<file path="src/design/rsmm_pkg.sv">
// Shared types and constants for the row-sorted matrix median block.
package rsmm_pkg;

  localparam int DATA_W = 32;
  localparam int CFG_W  = 6;
  // Biased value: sign bit flipped, one extra bit so low can pass the top.
  localparam int VAL_W  = DATA_W + 1;
  localparam logic [DATA_W-1:0] SIGN_FLIP = 32'h8000_0000;

  typedef enum logic {
    REG_ROW_COUNT = 1'b0,
    REG_COL_COUNT = 1'b1
  } reg_idx_t;

  typedef enum logic [3:0] {
    ST_LOAD,
    ST_RNG_FIRST,
    ST_RNG_LAST,
    ST_RNG_NEXT,
    ST_MID,
    ST_PROBE,
    ST_CMP,
    ST_DECIDE,
    ST_DONE
  } state_t;

  typedef struct packed {
    logic load_wr;
    logic rng_init;
    logic rng_rd_first;
    logic rng_rd_last;
    logic rng_first;
    logic rng_last;
    logic mid_start;
    logic probe_rd;
    logic probe_cmp;
    logic row_next;
    logic decide;
  } cmd_t;

  typedef struct packed {
    logic load_last;
    logic row_last;
    logic search_open;
    logic probe_open;
    logic count_le_req;
    logic mid_zero;
  } status_t;

endpackage

</file>
<file path="src/design/rsmm_ctrl.sv">
// Controller: sequences loading, range scan, value search and row searches.
module rsmm_ctrl (
  input  logic              clk,
  input  logic              rst,
  input  logic              start,
  input  rsmm_pkg::status_t status,
  output rsmm_pkg::cmd_t    cmd,
  output logic              busy,
  output logic              done
);

  rsmm_pkg::state_t state, state_next;

  always_ff @(posedge clk) begin
    if (rst) begin
      state <= rsmm_pkg::ST_LOAD;
    end else begin
      state <= state_next;
    end
  end

  always_comb begin
    state_next = state;
    cmd        = '0;
    busy       = 1'b1;
    done       = 1'b0;
    unique case (state)
      rsmm_pkg::ST_LOAD: begin
        busy = 1'b0;
        if (start) begin
          cmd.load_wr = 1'b1;
          if (status.load_last) begin
            cmd.rng_init = 1'b1;
            state_next   = rsmm_pkg::ST_RNG_FIRST;
          end
        end
      end
      rsmm_pkg::ST_RNG_FIRST: begin
        cmd.rng_rd_first = 1'b1;
        state_next       = rsmm_pkg::ST_RNG_LAST;
      end
      rsmm_pkg::ST_RNG_LAST: begin
        cmd.rng_first   = 1'b1;
        cmd.rng_rd_last = 1'b1;
        state_next      = rsmm_pkg::ST_RNG_NEXT;
      end
      rsmm_pkg::ST_RNG_NEXT: begin
        cmd.rng_last = 1'b1;
        state_next   = status.row_last ? rsmm_pkg::ST_MID : rsmm_pkg::ST_RNG_FIRST;
      end
      rsmm_pkg::ST_MID: begin
        if (status.search_open) begin
          cmd.mid_start = 1'b1;
          state_next    = rsmm_pkg::ST_PROBE;
        end else begin
          state_next = rsmm_pkg::ST_DONE;
        end
      end
      rsmm_pkg::ST_PROBE: begin
        if (status.probe_open) begin
          cmd.probe_rd = 1'b1;
          state_next   = rsmm_pkg::ST_CMP;
        end else begin
          cmd.row_next = 1'b1;
          if (status.row_last) begin
            state_next = rsmm_pkg::ST_DECIDE;
          end
        end
      end
      rsmm_pkg::ST_CMP: begin
        cmd.probe_cmp = 1'b1;
        state_next    = rsmm_pkg::ST_PROBE;
      end
      rsmm_pkg::ST_DECIDE: begin
        cmd.decide = 1'b1;
        // count above half with a zero midpoint ends the search at once
        if (!status.count_le_req && status.mid_zero) begin
          state_next = rsmm_pkg::ST_DONE;
        end else begin
          state_next = rsmm_pkg::ST_MID;
        end
      end
      rsmm_pkg::ST_DONE: begin
        done       = 1'b1;
        state_next = rsmm_pkg::ST_LOAD;
      end
      default: begin
        state_next = rsmm_pkg::ST_LOAD;
      end
    endcase
  end

endmodule

</file>
<file path="config.mk">
export PLATFORM = sky130hd
export DESIGN_NAME = rsmm_ctrl
export DESIGN_NICKNAME = d
export VERILOG_FILES = /design/src/design/rsmm_pkg.sv /design/src/design/rsmm_ctrl.sv
export SDC_FILE = /design/constraint.sdc
export NUM_CORES = 1
export LEC_CHECK = 0
export ABC_AREA = 1
export BUFFER_PORTS_ARGS = -buffer_cell sky130_fd_sc_hd__buf_2
export CORE_AREA = 2 2 39 41
export CTS_CLUSTER_DIAMETER = 120
export DETAILED_ROUTE_END_ITERATION = 8
export DIE_AREA = 0 0 41 43
export PLACE_DENSITY_LB_ADDON = 0.12
export RECOVER_POWER = 25
export SKIP_CTS_REPAIR_TIMING = 1
export SYNTH_ARGS = -nofsm -noshare
export SYNTH_HDL_FRONTEND = slang
export SYNTH_SLANG_ARGS = --single-unit
</file>
<file path="constraint.sdc">
create_clock -name clk -period 2.93 [get_ports clk]
set_input_delay 0.293 -clock clk [delete_from_list [all_inputs] [get_ports clk]]
set_output_delay 0.293 -clock clk [all_outputs]
set_load 0.01 [all_outputs]
</file>
# After elaboration in Yosys (flattened, before gate mapping)
# Cells that the tools add are included.
[totals]
regBits = 4
input_bits = 9
[classes]
eq_ne = 11
n_mux = 24
reduce_logical = 4
[op_table]
columns = ["op", "count"]
rows = [
  ["$pmux W4 S8", 1],
  ["$mux W4", 6],
  ["$eq A4 B3 Y1 const B", 4],
  ["$mux W1", 13],
  ["$eq A4 B2 Y1 const B", 2],
  ["$mux W2", 3],
  ["$eq A4 B1 Y1 const B", 1],
  ["$eq A4 B4 Y1 const B", 1],
  ["$logic_not A4 Y1", 1],
  ["$ne A2 B2 Y1 const B", 2],
  ["$mux W3", 1],
  ["$ne A3 B3 Y1 const B", 1],
  ["$reduce_and A3 Y1", 1],
  ["$logic_and A1 B1 Y1", 1],
  ["$logic_not A1 Y1", 1],
]

# Longest topological paths before layout
# Gate-level depths: netlist of run 1.
[logic_depth]
depth_word = 4
depth_mapped = 8
ltp_nobuf = 8

# Worst setup path after synthesis of run 1
# OpenSTA, ideal clock, no wires.
[synth_timing]
path_kind = "reg2out"
startpoint = "reg state[3]"
endpoint = "out cmd[7] in the netlist's numbering"
arrival_ns = 0.960
setup_slack_ns = 1.677
stages_incl_launch_ff = 5
cell_sequence = "dfxtp_1 > inv_1 > nand3_1 > nor2_1 > buf_4"
[synth_lines]
columns = ["item", "line", "text"]
rows = [
  ["start, declared", "rsmm_ctrl.sv:12", "rsmm_pkg::state_t state, state_next;"],
  ["start signal, assigned", "rsmm_ctrl.sv:16", "state <= rsmm_pkg::ST_LOAD;"],
  ["start signal, assigned", "rsmm_ctrl.sv:18", "state <= state_next;"],
  ["end, declared", "rsmm_ctrl.sv:7", "output rsmm_pkg::cmd_t cmd,"],
]

==> flow_summary_export.csv, run 1 <==
group,metric,value,unit
critical_path,critPathArrivalTime,1.18,ns
sta,finClkSkew,0.00661,ns
sta,setup_viol,0,
grt,grt_max_degree,7,
synthesis,ys_seq_elements,4,
critical_path,cp.buffers_inverters,1,
critical_path,critPathMaxStageDelay,0.35,ns
critical_path,crit_chain,"nor2_1 -> nand2_1 -> nor2_4 -> buf_2",
final_layout,regMostFlops,"state",
critical_path,worst_setup_path_start_kind,"flop",
grt,gr-usage-met1,13.5,%
final_layout,num-nets-final,98,
placement,hpwl,789,µm
sta,fmax,0.677,GHz
final_layout,syn_to_final_growth,40.4,%
synthesis,syn-num-nets,73,
sta,slew-limit-headroom,83.9,%
power_and_ir_drop,switching_power,0.0509,mW
placement,gp_congestion,0.729,
floorplanning,initial_core_util,25.0,%
detailed_routing,routed_wl,918,µm
power_and_ir_drop,pwr-share-comb,26.3,%
critical_path,slowest_stage,"dfxtp_1",
floorplanning,die_w,41,µm
grt,grt_pass1_wl,1410,µm
sta,hold_viol_final,0,
floorplanning,fp.dieH,43,µm
floorplanning,dieArea,0.00176,mm²
power_and_ir_drop,seqPwrFrac,35.0,%
final_layout,antenna_cells,0,
final_layout,drive_above_1_share,32.2,%
critical_path,cp-end-kind,"output pin",
sta,maxSlewViolCount,0,
critical_path,cp_top_family,"simple AND/OR/NAND/NOR gates",
final_layout,top_regs,"state x4",
final_layout,layout.area.seq,80.1,µm²
detailed_routing,drc,0,
synthesis,ys_types,12,
final_layout,fin_area,487,µm²
critical_path,crit_type,"flop to output pin",
synthesis,syn-instance-count,64,
floorplanning,io_pins,22,
clock_network,clock-sinks,4,
final_layout,largest_reg_flops,4,
detailed_routing,viasPerCell,4.41,
power_and_ir_drop,powerDensity,353,mW/mm²
grt,antenna_found_initial,0,
synthesis,synth_area,347,µm²
power_and_ir_drop,p_sw_share,29.6,%
grt,use_met2,18.4,%
clock_network,tritoncts,"done",
placement,place_ws,1.70,ns
sta,final.setup.tns,0,ns
detailed_routing,vias,454,
grt,grt_pass1_vias,375,
flow_run,cap_violations,0,
sta,period_share,50.4,%
detailed_routing,wl_per_cell,8.91,µm
critical_path,required,2.64,ns
sta,worstMarginPinSlew,0.240,ns
sta,timing.hold.ws,0.271,ns
detailed_routing,drt_iter0_drc,8,
clock_network,cts_buffers,3,
grt,grtUsageMet3,4.71,%
clock_network,insertion_delay,0.23,ns
sta,rsz0062_at_grt,"no",
sta,fin_ws,1.45,ns
grt,grt_usage,11.9,%
final_layout,multi_input_area,203,µm²
final_layout,n_fill_cell,172,
clock_network,clockBufferDepth,2,
synthesis,ys_seq_area_share,23.1,%
placement,port_buffers,21,
final_layout,postLayoutCoreUtil,35.2,%
floorplanning,core-area,0.00138,mm²
worst_hold_path,hp-class,"primary input to flop",
final_layout,final_cell_mix,"21 x buf_2, 15 x nand2_1, 14 x inv_1, 11 x nor2_1, 7 x nand3_1",
power_and_ir_drop,p_clk_share,38.7,%
clock_network,path_clk_slew,0.04,ns
grt,overflow,0,
synthesis,yosys_warnings,0,
power_and_ir_drop,vdd_drop_max,0.251,mV
floorplanning,num_rows,14,
clock_network,clockRootBuffer,"clkbuf_4",
power_and_ir_drop,p_int,0.121,mW
power_and_ir_drop,leakagePower,0.296,nW
sta,period_needed,1.48,ns
status,status,"finished, final reports clean",
synthesis,syn_area_per_cell,5.42,µm²
grt,globalRoute.busiestLayer,"met2",
clock_network,cts.htree.levels,1,
detailed_routing,firstDrtPassIters,4,
placement,dpl_cell_area,464,µm²
final_layout,layout_commonest_cell,"buf_2",
critical_path,crit_fanout,6,
detailed_routing,ant_nets,0,
-- synthesized netlist by cell type --
cell type / count / area share [%]
a21oi_1: 4 / 5.8
buf_4: 1 / 2.2
dfxtp_1: 4 / 23
inv_1: 14 / 15
inv_2: 1 / 1.1
nand2_1: 15 / 16
nand3_1: 7 / 10
nor2_1: 11 / 12
nor2_2: 1 / 1.8
nor2_4: 2 / 6.5
nor3_1: 3 / 4.3
nor4_1: 1 / 1.8
-- area by class of cell --
type	instances	area share, %
Sequential cell	4	16.5
Timing Repair Buffer	21	21.6
Tap cell	16	4.11
Inverter	15	11.6
Clock buffer	3	4.63
Multi-Input combinational cell	44	41.6
-- through the flow --
stage / total power [mW] / std cells
finish: 0.172 / 103
global route: 0.188 / 103
CTS: 0.176 / 103
detailed placement: 0.107 / 100
global placement: 0.106 / 100
floorplan: 0.0888 / 64
-- layer usage --
layer / up-vias / wire length, µm
met3: 0 / 60
met5: - / 0
met4: 0 / 0
li1: 243 / -
met2: 19 / 425
met1: 192 / 432
-- power by group through the flow --
stage	Combinational, mW	Clock [mW]	Sequential [mW]
6_report	0.0452	0.0664	0.0600
5_1_grt	0.0521	0.0759	0.0603
4_1_cts	0.0459	0.0703	0.0600
3_5_place_dp	0.0457	0	0.0608
3_3_place_gp	0.0457	0	0.0608
2_1_floorplan	0.0284	0	0.0604
-- final timing paths --
path / startpoint / to / slack [ns] / cells past startpoint
worst min register to register: state[3] / state[3] / 0.67 / 3
worst min-delay path: rst / state[0] / 0.27 / 2
worst max register to register: state[3] / state[0] / 1.71 / 8
worst max-delay path: state[1] / cmd[4] / 1.45 / 4
-- logic make-up (layout without fill, tap and decap cells) --
group / Yosys count / after routing / synth area share (%)
simple gates: 40 / 40 / 52.7
buf+inv: 16 / 39 / 18.4
compound gates: 4 / 4 / 5.78
flops: 4 / 4 / 23.1
Note: power is estimated with default switching activity, not from simulation.
==> run 2, diff against run 1 <==
==> constraint.sdc (replaced) <==
create_clock -name clk -period 1.5 [get_ports clk]
set_input_delay 0.15 -clock clk [delete_from_list [all_inputs] [get_ports clk]]
set_output_delay 0.15 -clock clk [all_outputs]
set_load 0.01 [all_outputs]
==> run 2 against run 1 <==
Compared with the run above: utilization decreased by 0.18 points; die area unchanged; cell count unchanged; sequential power increased by 95%; critical path depth unchanged; largest cell class unchanged.
==> flow_summary_export.csv, run 2 (synthesized netlist as in run 1, its figures left out) <==
group,metric,value,unit
detailed_routing,drc,0,
worst_hold_path,hp-start,"rst",
critical_path,reg2reg_depth,8,
clock_network,clockRootBuffer,"clkbuf_4",
floorplanning,die_w,41,µm
sta,period_share,90.1,%
clock_network,insertion_delay,0.24,ns
critical_path,critPathMostFrequentCell,"nor2_1",
sta,period_needed,1.35,ns
sta,rsz0062_at_grt,"no",
critical_path,regToRegEndpoint,"state[0]",
grt,grt_pass1_wl,1350,µm
detailed_routing,firstDrtPassIters,4,
sta,finClkSkew,0.00877,ns
critical_path,critPathArrivalTime,1.20,ns
detailed_routing,wl_per_cell,8.80,µm
clock_network,cts_buffers,3,
grt,grt_usage,11.4,%
sta,worstMarginPinSlew,0.244,ns
sta,fin_ws,0.148,ns
sta,setup_viol,0,
clock_network,tritoncts,"done",
floorplanning,io_pins,22,
sta,timing.hold.ws,0.118,ns
power_and_ir_drop,powerDensity,706,mW/mm²
floorplanning,fp.dieH,43,µm
grt,overflow,0,
power_and_ir_drop,leakagePower,0.295,nW
sta,maxSlewViolCount,0,
floorplanning,core-area,0.00138,mm²
critical_path,crit_chain,"nor2_1 -> nand2_1 -> nor2_1 -> buf_2",
placement,dpl_cell_area,464,µm²
critical_path,r2r-start,"state[3]",
detailed_routing,ant_nets,0,
final_layout,layout_commonest_cell,"buf_2",
clock_network,path_clk_slew,0.04,ns
critical_path,reg2reg_slack,0.30,ns
clock_network,cts.htree.levels,1,
grt,grt_pass1_vias,355,
final_layout,antenna_cells,0,
final_layout,syn_to_final_growth,39.7,%
placement,place_ws,0.308,ns
flow_run,cap_violations,0,
sta,slew-limit-headroom,83.7,%
floorplanning,dieArea,0.00176,mm²
placement,gp_congestion,0.784,
detailed_routing,viasPerCell,4.36,
clock_network,clock-sinks,4,
final_layout,drive_above_1_share,31.0,%
final_layout,fin_area,484,µm²
final_layout,largest_reg_flops,4,
critical_path,slowest_stage,"dfxtp_1",
power_and_ir_drop,vdd_drop_max,0.415,mV
clock_network,clockBufferDepth,2,
critical_path,crit_fanout,4,
floorplanning,initial_core_util,25.0,%
placement,hpwl,760,µm
final_layout,top_regs,"state x4",
detailed_routing,routed_wl,906,µm
critical_path,endpoint,"cmd[10]",
grt,grt_max_degree,7,
grt,antenna_found_initial,0,
detailed_routing,vias,449,
sta,fmax,0.740,GHz
final_layout,final_cell_mix,"21 x buf_2, 15 x nand2_1, 14 x inv_1, 12 x nor2_1, 7 x nand3_1",
critical_path,crit_type,"flop to output pin",
critical_path,cp-end-kind,"output pin",
critical_path,worst_setup_path_start_kind,"flop",
sta,final.setup.tns,0,ns
critical_path,cp-startpoint,"state[3]",
critical_path,critPathMaxStageDelay,0.34,ns
detailed_routing,drt_iter0_drc,8,
power_and_ir_drop,p_total,0.342,mW
worst_hold_path,hp-class,"primary input to flop",
final_layout,num-nets-final,98,
status,status,"finished, final reports clean",
critical_path,required,1.35,ns
floorplanning,num_rows,14,
placement,port_buffers,21,
sta,hold_viol_final,0,
final_layout,regMostFlops,"state",
-- run 2: worst min path at each step --
stage | to | slack [ns] | cells past startpoint
after floorplan | state[0] | 0.22 | 1
after global placement | state[0] | 0.37 | 2
after detailed placement | state[3] | 0.36 | 2
after CTS | state[3] | 0.12 | 2
after global routing | state[3] | 0.12 | 2
final | state[3] | 0.12 | 2
-- run 2: layout make-up --
cell class,instances,area (µm²)
Clock buffer,3,22.5
Fill cell,160,900
Inverter,15,56.3
Multi-Input combinational cell,44,200
Sequential cell,4,80.1
Tap cell,16,20.0
Timing Repair Buffer,21,105
-- run 2: where the power goes --
part / leakage (nW) / switching, mW / total [mW] / internal, mW
logic: 0.249 / 0.0538 / 0.0888 / 0.0349
registers: 0.0325 / 0.00557 / 0.117 / 0.112
clock network: 0.0138 / 0.0462 / 0.136 / 0.0897
-- run 2: layer usage --
layer	global-route usage, %	part of all wire, %	up-vias
met3	3.14	8.7	0
li1	-	-	241
met5	0	0	-
met2	16.6	47	15
met4	8.00	0	0
met1	13.8	44	193
-- run 2: critical path, delay by kind of cell, from the launching register on --
family                 cells  cell delay, ns
AND/OR/NAND/NOR            3            0.49
flip-flops                 1            0.34
buffers and inverters      1            0.14
-- run 2: per-stage QoR --
stage                     util (%)  cells
final                         35.0    103
after global routing          35.0    103
after detailed placement      33.5    100
after floorplan                  -     64
after global placement        33.5    100
after CTS                     35.2    103
